### src/rtl/kwm_pkg.sv
// kwm_pkg: shared types and codes for the k-way sorted merge block.
// No dependencies; imported by the controller, the datapath and the top level.
`default_nettype none

package kwm_pkg;

  localparam int VALUE_W = 32;
  localparam int FUNC_W  = 2;
  localparam int LIDX_W  = 3;
  localparam int STAT_W  = 2;

  localparam logic [FUNC_W-1:0] FN_APPEND = 2'd0;
  localparam logic [FUNC_W-1:0] FN_TAKE   = 2'd1;
  localparam logic [FUNC_W-1:0] FN_CLEAR  = 2'd2;

  localparam logic [STAT_W-1:0] ST_OK      = 2'd0;
  localparam logic [STAT_W-1:0] ST_DROPPED = 2'd1;
  localparam logic [STAT_W-1:0] ST_EMPTY   = 2'd2;

  typedef enum logic [1:0] {
    S_IDLE,
    S_SCAN,
    S_LAST,
    S_DONE
  } state_t;

  // controller -> datapath
  typedef struct packed {
    logic do_append;
    logic do_clear;
    logic do_nop;
    logic take_start;
    logic scan_issue;
    logic finish;
  } kwm_cmd_t;

  // datapath -> controller
  typedef struct packed {
    logic scan_last;
  } kwm_stat_t;

endpackage

`default_nettype wire

### src/rtl/kwm_ctrl.sv
// kwm_ctrl: sequencing state machine for the k-way sorted merge.
// Depends on kwm_pkg; drives the datapath through kwm_cmd_t.
`default_nettype none

module kwm_ctrl
  import kwm_pkg::*;
(
  input  wire logic              clk,
  input  wire logic              rst_n,
  input  wire logic              start,
  input  wire logic [FUNC_W-1:0] in_func,
  input  wire kwm_stat_t         stat,
  output kwm_cmd_t               cmd,
  output logic                   busy
);

  state_t state_r, state_nxt;

  always_ff @(posedge clk) begin
    if (!rst_n) begin
      state_r <= S_IDLE;
    end else begin
      state_r <= state_nxt;
    end
  end

  always_comb begin
    state_nxt = state_r;
    unique case (state_r)
      S_IDLE: begin
        if (start && in_func == FN_TAKE) begin
          state_nxt = S_SCAN;
        end
      end
      S_SCAN: begin
        if (stat.scan_last) begin
          state_nxt = S_LAST;
        end
      end
      S_LAST:  state_nxt = S_DONE;
      S_DONE:  state_nxt = S_IDLE;
      default: state_nxt = S_IDLE;
    endcase
  end

  always_comb begin
    cmd  = '0;
    busy = 1'b1;
    unique case (state_r)
      S_IDLE: begin
        busy = 1'b0;
        if (start) begin
          if (in_func == FN_APPEND) begin
            cmd.do_append = 1'b1;
          end else if (in_func == FN_TAKE) begin
            cmd.take_start = 1'b1;
          end else if (in_func == FN_CLEAR) begin
            cmd.do_clear = 1'b1;
          end else begin
            cmd.do_nop = 1'b1;
          end
        end
      end
      S_SCAN:  cmd.scan_issue = 1'b1;
      S_LAST:  ;  // last head read is compared in the datapath
      S_DONE:  cmd.finish = 1'b1;
      default: ;
    endcase
  end

endmodule

`default_nettype wire

### config.mk
export PLATFORM = sky130hd
export DESIGN_NAME = kwm_ctrl
export DESIGN_NICKNAME = d
export VERILOG_FILES = /design/src/rtl/kwm_pkg.sv /design/src/rtl/kwm_ctrl.sv
export SDC_FILE = /design/constraint.sdc
export NUM_CORES = 1
export LEC_CHECK = 0
export CAP_MARGIN = 40
export CORE_AREA = 5 5 42 44
export CTS_BUF_LIST = sky130_fd_sc_hd__clkbuf_16
export CTS_CLUSTER_DIAMETER = 60
export CTS_CLUSTER_SIZE = 10
export DETAILED_ROUTE_END_ITERATION = 8
export DIE_AREA = 0 0 47 49
export DONT_BUFFER_PORTS = 1
export PLACE_DENSITY = 0.32
export SETUP_SLACK_MARGIN = 0.5
export SLEW_MARGIN = 20
export SYNTH_ARGS = -nofsm -noshare
export SYNTH_HDL_FRONTEND = slang
export SYNTH_SLANG_ARGS = --single-unit
export TNS_END_PERCENT = 1
### constraint.sdc
create_clock -name clk -period 3.3 [get_ports clk]
set_input_delay 0.66 -clock clk [delete_from_list [all_inputs] [get_ports clk]]
set_output_delay 0.66 -clock clk [all_outputs]
set_load 0.02 [all_outputs]
[After elaboration in Yosys (flattened, before gate mapping)]
Index checks and enable logic that the tools add are counted.
Word-level totals
  bits in registers: 2
  input port bits: 6
  output and inout port bits: 7
Cells by class
  equal/unequal tests: 7
  multiplexer cells: 14
  reductions and logical operators: 4
Operators by type and width (count)
  4-bit two-way mux: 2
  2-bit one-hot mux with 4 select lines: 1
  1-bit two-way mux: 7
  2-bit equality test, second input constant: 3
  2-bit two-way mux: 3
  2-bit by 1-bit equality test with 1-bit output, second input constant: 2
  2-bit zero test: 2
  2-bit != test, second input constant: 2
  3-bit two-way mux: 1
  2-bit AND reduction: 1
  1-bit logical AND: 1

[Depth between registers and ports, before layout]
Gate-level depths: netlist (run 1).
  depth in word-level cells: 6
  gate-level depth with buffers: 5

[Worst setup path after synthesis (run 1)]
No wires, ideal clock.
  path kind: input port to output port
  start: input start
  end: output cmd[4] (netlist bit)
  data arrival time: 1272 ps
  data required time: 2640 ps
  path slack: 1368 ps
  stages: 2
  buffers on the path: 0
  cell sequence: nand2_1 -> nor3b_1
RTL lines
  start, declared: RTL line kwm_ctrl.sv:10  | input wire logic start,
  end, declared: RTL line kwm_ctrl.sv:13  | output kwm_cmd_t cmd,

==> metrics.txt, run 1 <==
layout cell share with drive strength beyond 1=18.5%; DP Area=between 200 and 250 µm²; Die Span X=approximately 47 µm; GR Util All Layers=3.80%; Critical Path RT=roughly 2.6 ns; largest net degree at the start of global routing=6; peak supply drop=0.000643 V; CTS Buf Count=3; CP delay by family, top=simple AND/OR/NAND/NOR gates; total grt overflow=0; outcome=complete, no violations; critical path class=flip-flop to primary output; clock sinks=2; antenna viol nets, final=0; register with the most flip-flops=state_r; pre-CTS WS=1.26 ns; post-CTS setup buffers=0; setup ws final=about 1.1 ns; CP Launch Type=flip-flop; Rel. slew slack=53.9%; max reg flops=2; LEAKAGE=0.131 nW; area grow syn2layout=46.1%; Slew Viols, Final=0; PwrDens=1020 nW/µm²; post-DR wirelength/cell=9.79 µm; Cell Area, Synth=206 µm²; post-layout util=about 22%; Critical Path AT=1.58 ns; GP Congestion=0.663; Layout Skew=0.000916 ns; worst-path cell chain=inv_1 -> ha_1 -> nand2_1 -> nor3b_1; register area share after synthesis=between 10% and 20%; Worst Path Max Fanout=4; detailed placement HPWL=363 µm; sw frac=29.4%; Avg Cell Area, Syn=8.60 µm²; # nets final=40; initial detailed-routing violation count=0; Die Height=49 µm; RSZ-0062 raised after global routing=no; Initial Util=14.7%; CP max stage cell=nor3b_1; setup TNS=0 ns; Max-cap violations=0; DIE AREA=2300 µm²; Worst-path clk slew=~0.030 ns; Flop pwr share=12.9%; endpoints failing setup=0; latest clock arrival within the worst-skew pair=0.22 ns; Sw Pwr=90.4 µW; syn nets=35; row count=14; Gate power share=28.9%; post-CTS sizing=0; vias post-DR=176; CTS tree=built; global-route wire length before repair=just over 600 µm; root buffer cell=clkbuf_16; FMAX=0.446 GHz; Int Power=217 µW; synthesis-stage register bit count=2; Crit. End Element=primary output; Fill cells=about 160; number of global-route vias before repair=157; Clk pwr share=58.2%; worst slew pin tran=0.690 ns; Routed Wire Length=421 µm; n_diodes=0; Mapped Cells=24; Slowest Stage Delay on Critical Path=0.59 ns; top flop regs=state_r (2); number of port buffers=0; post-layout min period=2.24 ns; Final period util=68.0%; cell area after layout=302 µm²; DRC violations left=0; Hold Slack=0.491 ns; vias per cell=4.09; Synth cell types=12; Buffers & Inverters on Critical Path=1; hold crit path type=flip-flop to flip-flop; I/O pins=13; Ys Warns=0; clock tree buffer depth=2; H-tree depth=1; cts hold-fix bufs=0; antenna violations before repair=0; core area=~1400 µm²; final hold viol count=0; drt pass-1 iters=1
## cells in the final DEF, fill, tap and decap left out
master,n
o21ai_0,1
mux2i_1,2
and4_2,1
nor3b_1,2
ha_1,5
inv_1,3
nor2b_1,1
dfxtp_1,2
clkbuf_16,3
nand3b_1,1
a21oi_2,1
nor3_1,1
nand2_1,4
## final timing paths
kind	start	end	slack, ns	cells past startpoint
worst max-delay path	state_r[0]	cmd[4]	1.06	4
worst max register to register	state_r[1]	state_r[0]	1.96	5
worst min-delay path	state_r[1]	state_r[1]	0.49	2
worst min register to register	state_r[1]	state_r[1]	0.49	2
## routing by layer
layer | part of all wire, % | track usage [%] | up-vias
li1 | - | - | 87
met1 | 41 | 5.03 | 77
met2 | 41 | 4.75 | 12
met3 | 18 | 3.69 | 0
met4 | 0 | 0 | 0
met5 | 0 | 0 | -
## metrics by stage
| step | instances | total power, mW |
|---|---|---|
| 6_report | 43 | 0.307 |
| 5_1_grt | 43 | 0.327 |
| 4_1_cts | 43 | 0.314 |
| 3_5_place_dp | 40 | 0.132 |
| 3_3_place_gp | 40 | 0.130 |
| 2_1_floorplan | 24 | 0.117 |
## power groups by stage
stage / clock, mW / combinational [mW] / sequential (mW)
after floorplan: 0 / 0.0790 / 0.0384
after global placement: 0 / 0.0895 / 0.0403
after detailed placement: 0 / 0.0921 / 0.0402
after CTS: 0.181 / 0.0926 / 0.0401
after global routing: 0.184 / 0.102 / 0.0409
final: 0.179 / 0.0888 / 0.0398
## cells in the mapped netlist, drive strengths merged
| cell | n | area, µm² |
|---|---|---|
| a21oi | 1 | 8.76 |
| nor2b | 1 | 6.26 |
| nor3 | 1 | 5.00 |
| nor3b | 2 | 15.0 |
| nand2 | 4 | 15.0 |
| o21ai | 1 | 5.00 |
| mux2i | 2 | 20.0 |
| nand3b | 1 | 7.51 |
| and4 | 1 | 10.0 |
| dfxtp | 2 | 40.0 |
| inv | 3 | 11.3 |
| ha | 5 | 62.6 |
## cells by family after synthesis
group | after synthesis | share of synthesized area (%)
compound gates | 2 | 6.67
fa+ha+maj | 5 | 30.3
buf+inv | 3 | 5.45
flops | 2 | 19.4
mux | 2 | 9.70
simple gates | 10 | 28.5
## worst reg2reg max path, stage by stage, from the launching register on
cell and delay (ns):
dfxtp_1 0.35, inv_1 0.09, ha_1 0.28, nor2b_1 0.18
a21oi_2 0.16, mux2i_1 0.21
## layout make-up
type                            instances  area (µm²)  area share [%]
Tap cell                               16        20.0            6.64
Clock buffer                            3        75.1            24.9
Inverter                                3        11.3            3.73
Multi-Input combinational cell         19         155            51.5
Sequential cell                         2        40.0            13.3
Power figures use the tool's default switching activity.
==> run 2, diff against run 1 <==
Settings changed: PLACE_DENSITY 0.32 to 0.33.
Clock period 3.3 ns to 1.94 ns, I/O delays scaled along.
==> run 2 against run 1 <==
- power up 110%
- setup slack worse by 0.62 ns
- utilization up 7.2 points
- combinational power rose to 3.1 times the previous value
- final cell count up 14%
- critical endpoint unchanged
- die area unchanged
==> metrics.txt, run 2 (same netlist as run 1, synthesis figures left out) <==
outcome=complete, no violations (unchanged); Critical Path AT=1.12 ns (was 1.58 ns); setup ws final=0.432 ns (was 1.06 ns); post-DR wirelength/cell=11.7 µm (was 9.79 µm); I/O pins=13 (unchanged); Hold Slack=0.308 ns (was 0.491 ns); fin cells=49 (was 43); Critical Path RT=1.55 ns (was 2.64 ns); reg2reg setup slack=0.54 ns (was 1.96 ns); FMAX=0.663 GHz; antenna violations before repair=0 (unchanged); Crit. End Element=primary output (unchanged); CTS Buf Count=3 (unchanged); DRC violations left=0 (unchanged); LEAKAGE=0.177 nW (was 0.131 nW); post-layout util=28.7% (was 21.5%); GRT met2 Usage=8.37% (was 4.75%); commonest non-fill, non-tap cell in the layout=buf_4 (was ha_1); # nets final=46 (was 40); DIE AREA=2300 µm² (unchanged); Gate power share=42.6% (was 28.9%); Flop pwr share=10.0% (was 12.9%); cts hold-fix bufs=0 (unchanged); register with the most flip-flops=state_r (unchanged); Layout Skew=0.000108 ns (was 0.000916 ns); largest net degree at the start of global routing=6 (unchanged); clock tree buffer depth=2 (unchanged); met3 GRT Util=3.69% (unchanged); CP Launch Type=flip-flop (unchanged); RSZ-0062 raised after global routing=yes (was no); worst r2r dst=state_r[1] (was state_r[0]); peak supply drop=0.000501 V (was 0.000643 V); Crit. Startpoint=state_r[1] (was state_r[0]); detailed placement HPWL=363 µm (about the same); latest clock arrival within the worst-skew pair=0.22 ns (about the same); cell area after layout=403 µm² (was 302 µm²); Sw Pwr=199 µW (was 90.4 µW); setup TNS=0 ns (unchanged); post-layout min period=about 1.5 ns; CP endpoint=cmd[4] (unchanged); Rel. slew slack=81.3% (was 53.9%); layout cell share with drive strength beyond 1=60.6% (was 18.5%); hold crit path type=primary input to flip-flop (was flip-flop to flip-flop); Die Height=49 µm (unchanged); core area=1400 µm² (unchanged); Placed Instances=40 (unchanged); final hold viol count=0 (unchanged); drt pass-1 iters=1 (unchanged); Initial Util=14.7% (unchanged); critical path class=flip-flop to primary output (unchanged); initial detailed-routing violation count=0 (unchanged); number of global-route vias before repair=217 (was 157); top flop regs=state_r (2) (unchanged); root buffer cell=clkbuf_16 (unchanged); Worst Path Max Fanout=3 (was 4); H-tree depth=1 (unchanged); Max-cap violations=0 (unchanged); global-route wire length before repair=862 µm (was 614 µm); commonest cells after routing, fill and taps aside=6 x buf_4, 4 x ha_1, 3 x nand2_1, 3 x clkbuf_16 (was 5 x ha_1, 4 x nand2_1, 3 x inv_1, 3 x clkbuf_16); number of port buffers=0 (unchanged); FF+latch area=42.5 µm² (was 40.0 µm²); Slew Viols, Final=0 (unchanged); FF-to-FF path depth=6 (was 5); Clk pwr share=47.4% (was 58.2%); worst slew pin tran=0.280 ns (was 0.690 ns); GR Util All Layers=5.63% (was 3.80%); vias post-DR=208 (was 176); Worst-path clk slew=0.03 ns (about the same); vias per cell=4.24 (was 4.09); Int Power=453 µW (was 217 µW); GP Congestion=0.602 (was 0.663); n_diodes=0 (unchanged); max reg flops=2 (unchanged); PwrDens=1620 nW/µm² (was 1020 nW/µm²); gr busiest metal=met2 (was met1); total power=652 µW (was 307 µW); CTS tree=built (unchanged); Fill cells=149 (was 157); clock sinks=2 (unchanged); Die Span X=47 µm (unchanged); Final period util=77.7%; RR Startpoint=state_r[1] (unchanged); total grt overflow=0 (unchanged); sw frac=30.5% (was 29.4%); row count=14 (unchanged); antenna viol nets, final=0 (unchanged); pre-CTS WS=0.362 ns (was 1.26 ns); DP Area=241 µm² (was 226 µm²); area grow syn2layout=95.2% (was 46.1%); met1 usage in global routing=4.61% (was 5.03%); area of the multi-input gates=209 µm² (was 155 µm²); endpoints failing setup=0 (unchanged); Routed Wire Length=575 µm (was 421 µm)
[run 2: cell count changes in the layout (fill, tap and decap cells not counted), sizes merged]
| cell | delta |
|---|---|
| buf | +6 |
[run 2: area by class of cell]
cell class,count,share of cell area [%]
Multi-Input combinational cell,19,51.9
Clock buffer,3,18.6
Timing Repair Buffer,6,11.2
Sequential cell,2,10.6
Tap cell,16,4.97
Inverter,3,2.80
[run 2: what timing repair did]
| action | 4_1_cts | 5_1_grt |
|---|---|---|
| setup buffers | 6 | 0 |
| pin swaps | 3 | 0 |
| endpoints found under the setup margin | 5 | 7 |
| gates resized for setup | 11 | 0 |
[run 2: power by group through the flow]
stage | combinational (mW) | sequential [mW] | clock (mW)
after floorplan | 0.139 | 0.0653 | 0
after global placement | 0.161 | 0.0678 | 0
after detailed placement | 0.159 | 0.0686 | 0
after CTS | 0.277 | 0.0652 | 0.314
after global routing | 0.303 | 0.0674 | 0.317
final | 0.278 | 0.0654 | 0.309
[run 2: layer usage]
| layer | vias up | share of wire (%) |
|---|---|---|
| met4 | 0 | 2.8 |
| met3 | 2 | 18 |
| met1 | 91 | 31 |
| li1 | 100 | - |
| met5 | - | 0 |
| met2 | 15 | 48 |
[run 2: worst min path at each step]
stage	cells after the start	from	endpoint
finish	2	rst_n	state_r[0]
detailed placement	2	state_r[0]	state_r[0]
CTS	2	rst_n	state_r[0]
floorplan	2	state_r[1]	state_r[1]
global route	2	rst_n	state_r[0]
global placement	2	state_r[0]	state_r[0]
[run 2: worst max-delay path, cell delays in order (launching register included)]
cell and delay, ns:
dfxtp_2 0.31, inv_2 0.07, ha_4 0.15, nand2_4 0.08, nor3b_4 0.29
==> run 3, diff against run 2 <==
Settings changed: ABC_AREA from default to 1, PLACE_DENSITY 0.33 to 0.32.
Clock period 1.94 ns to 1.4 ns, I/O delays scaled along.
==> run 3 against run 2 <==
- register-to-register slack got worse by 0.16 ns
- via count is 1.9% higher
- synthesized cell count increased by 29%
- first-iteration DRC count increased by 1
- largest cell class unchanged
- global-route usage decreased by 0.074 points
- wire length is 3.8% lower
==> metrics.txt, run 3 <==
post-DR wirelength/cell=10.8 µm (was 11.7 µm); Worst Path Max Fanout=4 (was 3); RSZ-0062 raised after global routing=yes (unchanged); clock tree buffer depth=2 (unchanged); Mapped Cells=31 (was 24); FF+latch area=45.0 µm² (was 42.5 µm²); max reg flops=2 (unchanged); clock sinks=2 (unchanged); Gate power share=44.0% (was 42.6%); vias post-DR=212 (was 208); PwrDens=2600 nW/µm² (was 1620 nW/µm²); FMAX=~0.7 GHz; Cell Area, Synth=211 µm² (was 206 µm²); outcome=complete, no violations (unchanged); commonest non-fill, non-tap cell in the layout=ha_1 (was buf_4); post-layout min period=1.40 ns; Layout Skew=0.000760 ns (was 0.000108 ns); area leader, netlist=ha_1 (unchanged); area share of the largest cell type after synthesis=29.6% (was 30.3%); LEAKAGE=0.173 nW (was 0.177 nW); initial detailed-routing violation count=1 (was 0); setup TNS=0 ns (unchanged); Worst-path clk slew=0.03 ns (about the same); antenna violations before repair=0 (unchanged); layout cell share with drive strength beyond 1=51.4% (was 60.6%); Ys Warns=0 (unchanged); worst slew pin tran=0.286 ns (was 0.280 ns); ys async rst share=0% (unchanged); area of the multi-input gates=206 µm² (was 209 µm²); synthesis-stage register bit count=2 (unchanged); GR Util All Layers=5.56% (was 5.63%); worst-path cell chain=inv_2 -> ha_4 -> nand2_4 -> nor3_4 (was inv_2 -> ha_4 -> nand2_4 -> nor3b_4); antenna viol nets, final=0 (unchanged); main flop type after synthesis=dfxtp_1 (unchanged); CTS tree=built (unchanged); DIE AREA=2300 µm² (unchanged); I/O pins=13 (unchanged); drt pass-1 iters=2 (was 1); Die Height=49 µm (unchanged); # nets final=48 (was 46); endpoints failing setup=0 (unchanged); latest clock arrival within the worst-skew pair=0.22 ns (about the same); Commonest cells post-synth=5 x ha_1, 5 x inv_1, 5 x nor2_1 (was 5 x ha_1, 4 x nand2_1, 3 x inv_1); Synth cell types=11 (was 12); H-tree depth=1 (unchanged); commonest cells after routing, fill and taps aside=4 x ha_1, 3 x nand2_1, 3 x inv_1, 3 x nor2_1, 3 x clkbuf_16 (was 6 x buf_4, 4 x ha_1, 3 x nand2_1, 3 x clkbuf_16); root buffer cell=clkbuf_16 (unchanged); CP Launch Type=flip-flop (unchanged); Fill cells=161 (was 149); hold crit path type=primary input to flip-flop (unchanged); DRC violations left=0 (unchanged); CP endpoint=cmd[5] (was cmd[4]); worst r2r dst=state_r[0] (was state_r[1]); peak supply drop=0.000792 V (was 0.000501 V); largest net degree at the start of global routing=5 (was 6); Final period util=between 90% and 100%; area grow syn2layout=79.3% (was 95.2%); register area share after synthesis=18.9% (was 19.4%); reg2reg setup slack=0.38 ns (was 0.54 ns); Avg Cell Area, Syn=6.82 µm² (was 8.60 µm²); Clk pwr share=42.9% (was 47.4%); FF-to-FF path depth=6 (unchanged); Post-synth EDFFs=0 (unchanged); Flop pwr share=13.1% (was 10.0%); CTS Buf Count=3 (unchanged); row count=14 (unchanged); CP max stage cell=dfxtp_2 (unchanged); global-route wire length before repair=862 µm (unchanged); final hold viol count=0 (unchanged); number of global-route vias before repair=215 (was 217); Routed Wire Length=553 µm (was 575 µm); Die Span X=47 µm (unchanged); Crit. End Element=primary output (unchanged); Sw Pwr=369 µW (was 199 µW); Critical Path RT=1.12 ns (was 1.55 ns); detailed placement HPWL=484 µm (was 363 µm); Int Power=618 µW (was 453 µW); RR Startpoint=state_r[0] (was state_r[1]); post-CTS setup buffers=0 (was 6); Max-cap violations=0 (unchanged); Slew Viols, Final=0 (unchanged); cts hold-fix bufs=0 (unchanged); Rel. slew slack=80.8% (was 81.3%); Critical Path AT=1.12 ns (about the same); syn nets=42 (was 35); n_diodes=0 (unchanged); register with the most flip-flops=state_r (unchanged); Initial Util=15.1% (was 14.7%); sw frac=37.4% (was 30.5%); Slowest Stage Delay on Critical Path=0.33 ns (was 0.31 ns); Synth area leaders=ha_1 30%, dfxtp_1 19%, inv_1 8.9% (was ha_1 30%, dfxtp_1 19%, mux2i_1 9.7%); Crit. Startpoint=state_r[0] (was state_r[1]); core area=1400 µm² (unchanged); top flop regs=state_r (2) (unchanged); vias per cell=4.16 (was 4.24); total power=987 µW (was 652 µW); total grt overflow=0 (unchanged); critical path class=flip-flop to primary output (unchanged); number of port buffers=0 (unchanged); GP Congestion=0.574 (was 0.602)
==> run 3: cell types whose count changed after synthesis, sizes merged <==
cell / before / now
nor2: 0 / 5
inv: 3 / 6
nand3: 0 / 3
mux2i: 2 / 0
nand2: 4 / 6
nor3b: 2 / 0
a21oi: 1 / 2
and4: 1 / 0
nand3b: 1 / 0
nor2b: 1 / 0
nor3: 1 / 2
o21ai: 1 / 0
==> run 3: worst min path at each step <==
stage / startpoint / end / depth (start not counted) / slack, ns
2_1_floorplan: rst_n / state_r[1] / 2 / 0.39
3_3_place_gp: rst_n / state_r[1] / 2 / 0.40
3_5_place_dp: rst_n / state_r[1] / 2 / 0.40
4_1_cts: rst_n / state_r[1] / 2 / 0.17
5_1_grt: rst_n / state_r[1] / 2 / 0.19
6_report: rst_n / state_r[1] / 2 / 0.17
==> run 3: critical path, delay by kind of cell (launching register included) <==
family,cells,cell delay [ns]
buffers and inverters,1,0.09
and+or+nand+nor,2,0.32
DFF,1,0.33
adders and majority gates,1,0.16
==> run 3: power groups by stage <==
stage	Combinational (mW)	Clock (mW)	Sequential [mW]
3_3_place_gp	0.443	0	0.121
3_5_place_dp	0.448	0	0.120
6_report	0.434	0.423	0.130
5_1_grt	0.487	0.434	0.132
4_1_cts	0.446	0.430	0.120
2_1_floorplan	0.378	0	0.115
==> run 3: cells by family after synthesis <==
logic type	synth area share (%)
buf+inv	10.7
flops	18.9
compound gates	4.73
simple gates	36.1
fa+ha+maj	29.6
==> run 3: final cells by class <==
| type | instances | share of cell area, % |
|---|---|---|
| inverter | 6 | 6.60 |
| tap | 16 | 5.28 |
| sequential | 2 | 11.9 |
| clock buffer | 3 | 19.8 |
| timing repair buffer | 1 | 1.98 |
| multi-input combinational | 23 | 54.5 |
==> run 3: repair_timing <==
action | in CTS | in global routing
cloned | 0 | 0
hold endpoints to repair | 0 | 0
gates resized for setup | 0 | 2
pin swaps | 2 | 2
setup endpoints to repair | 9 | 9
==> run 3: routing by layer <==
metal,routed length (µm),track usage (%)
met3,46,2.21
met1,174,4.38
met5,0,0
met4,14,5.53
met2,317,9.28
==> run 3: through the flow <==
step	hold slack (ns)	setup slack [ns]	cells	utilization, %	cell area, µm²
final	0.171	0.00493	51	27.1	379
after global routing	0.188	-0.0273	51	27.1	379
after global placement	0.403	0.179	48	21.3	299
after detailed placement	0.401	0.158	48	21.3	299
after floorplan	0.393	0.212	31	-	272
after CTS	0.174	-0.0144	51	26.7	374
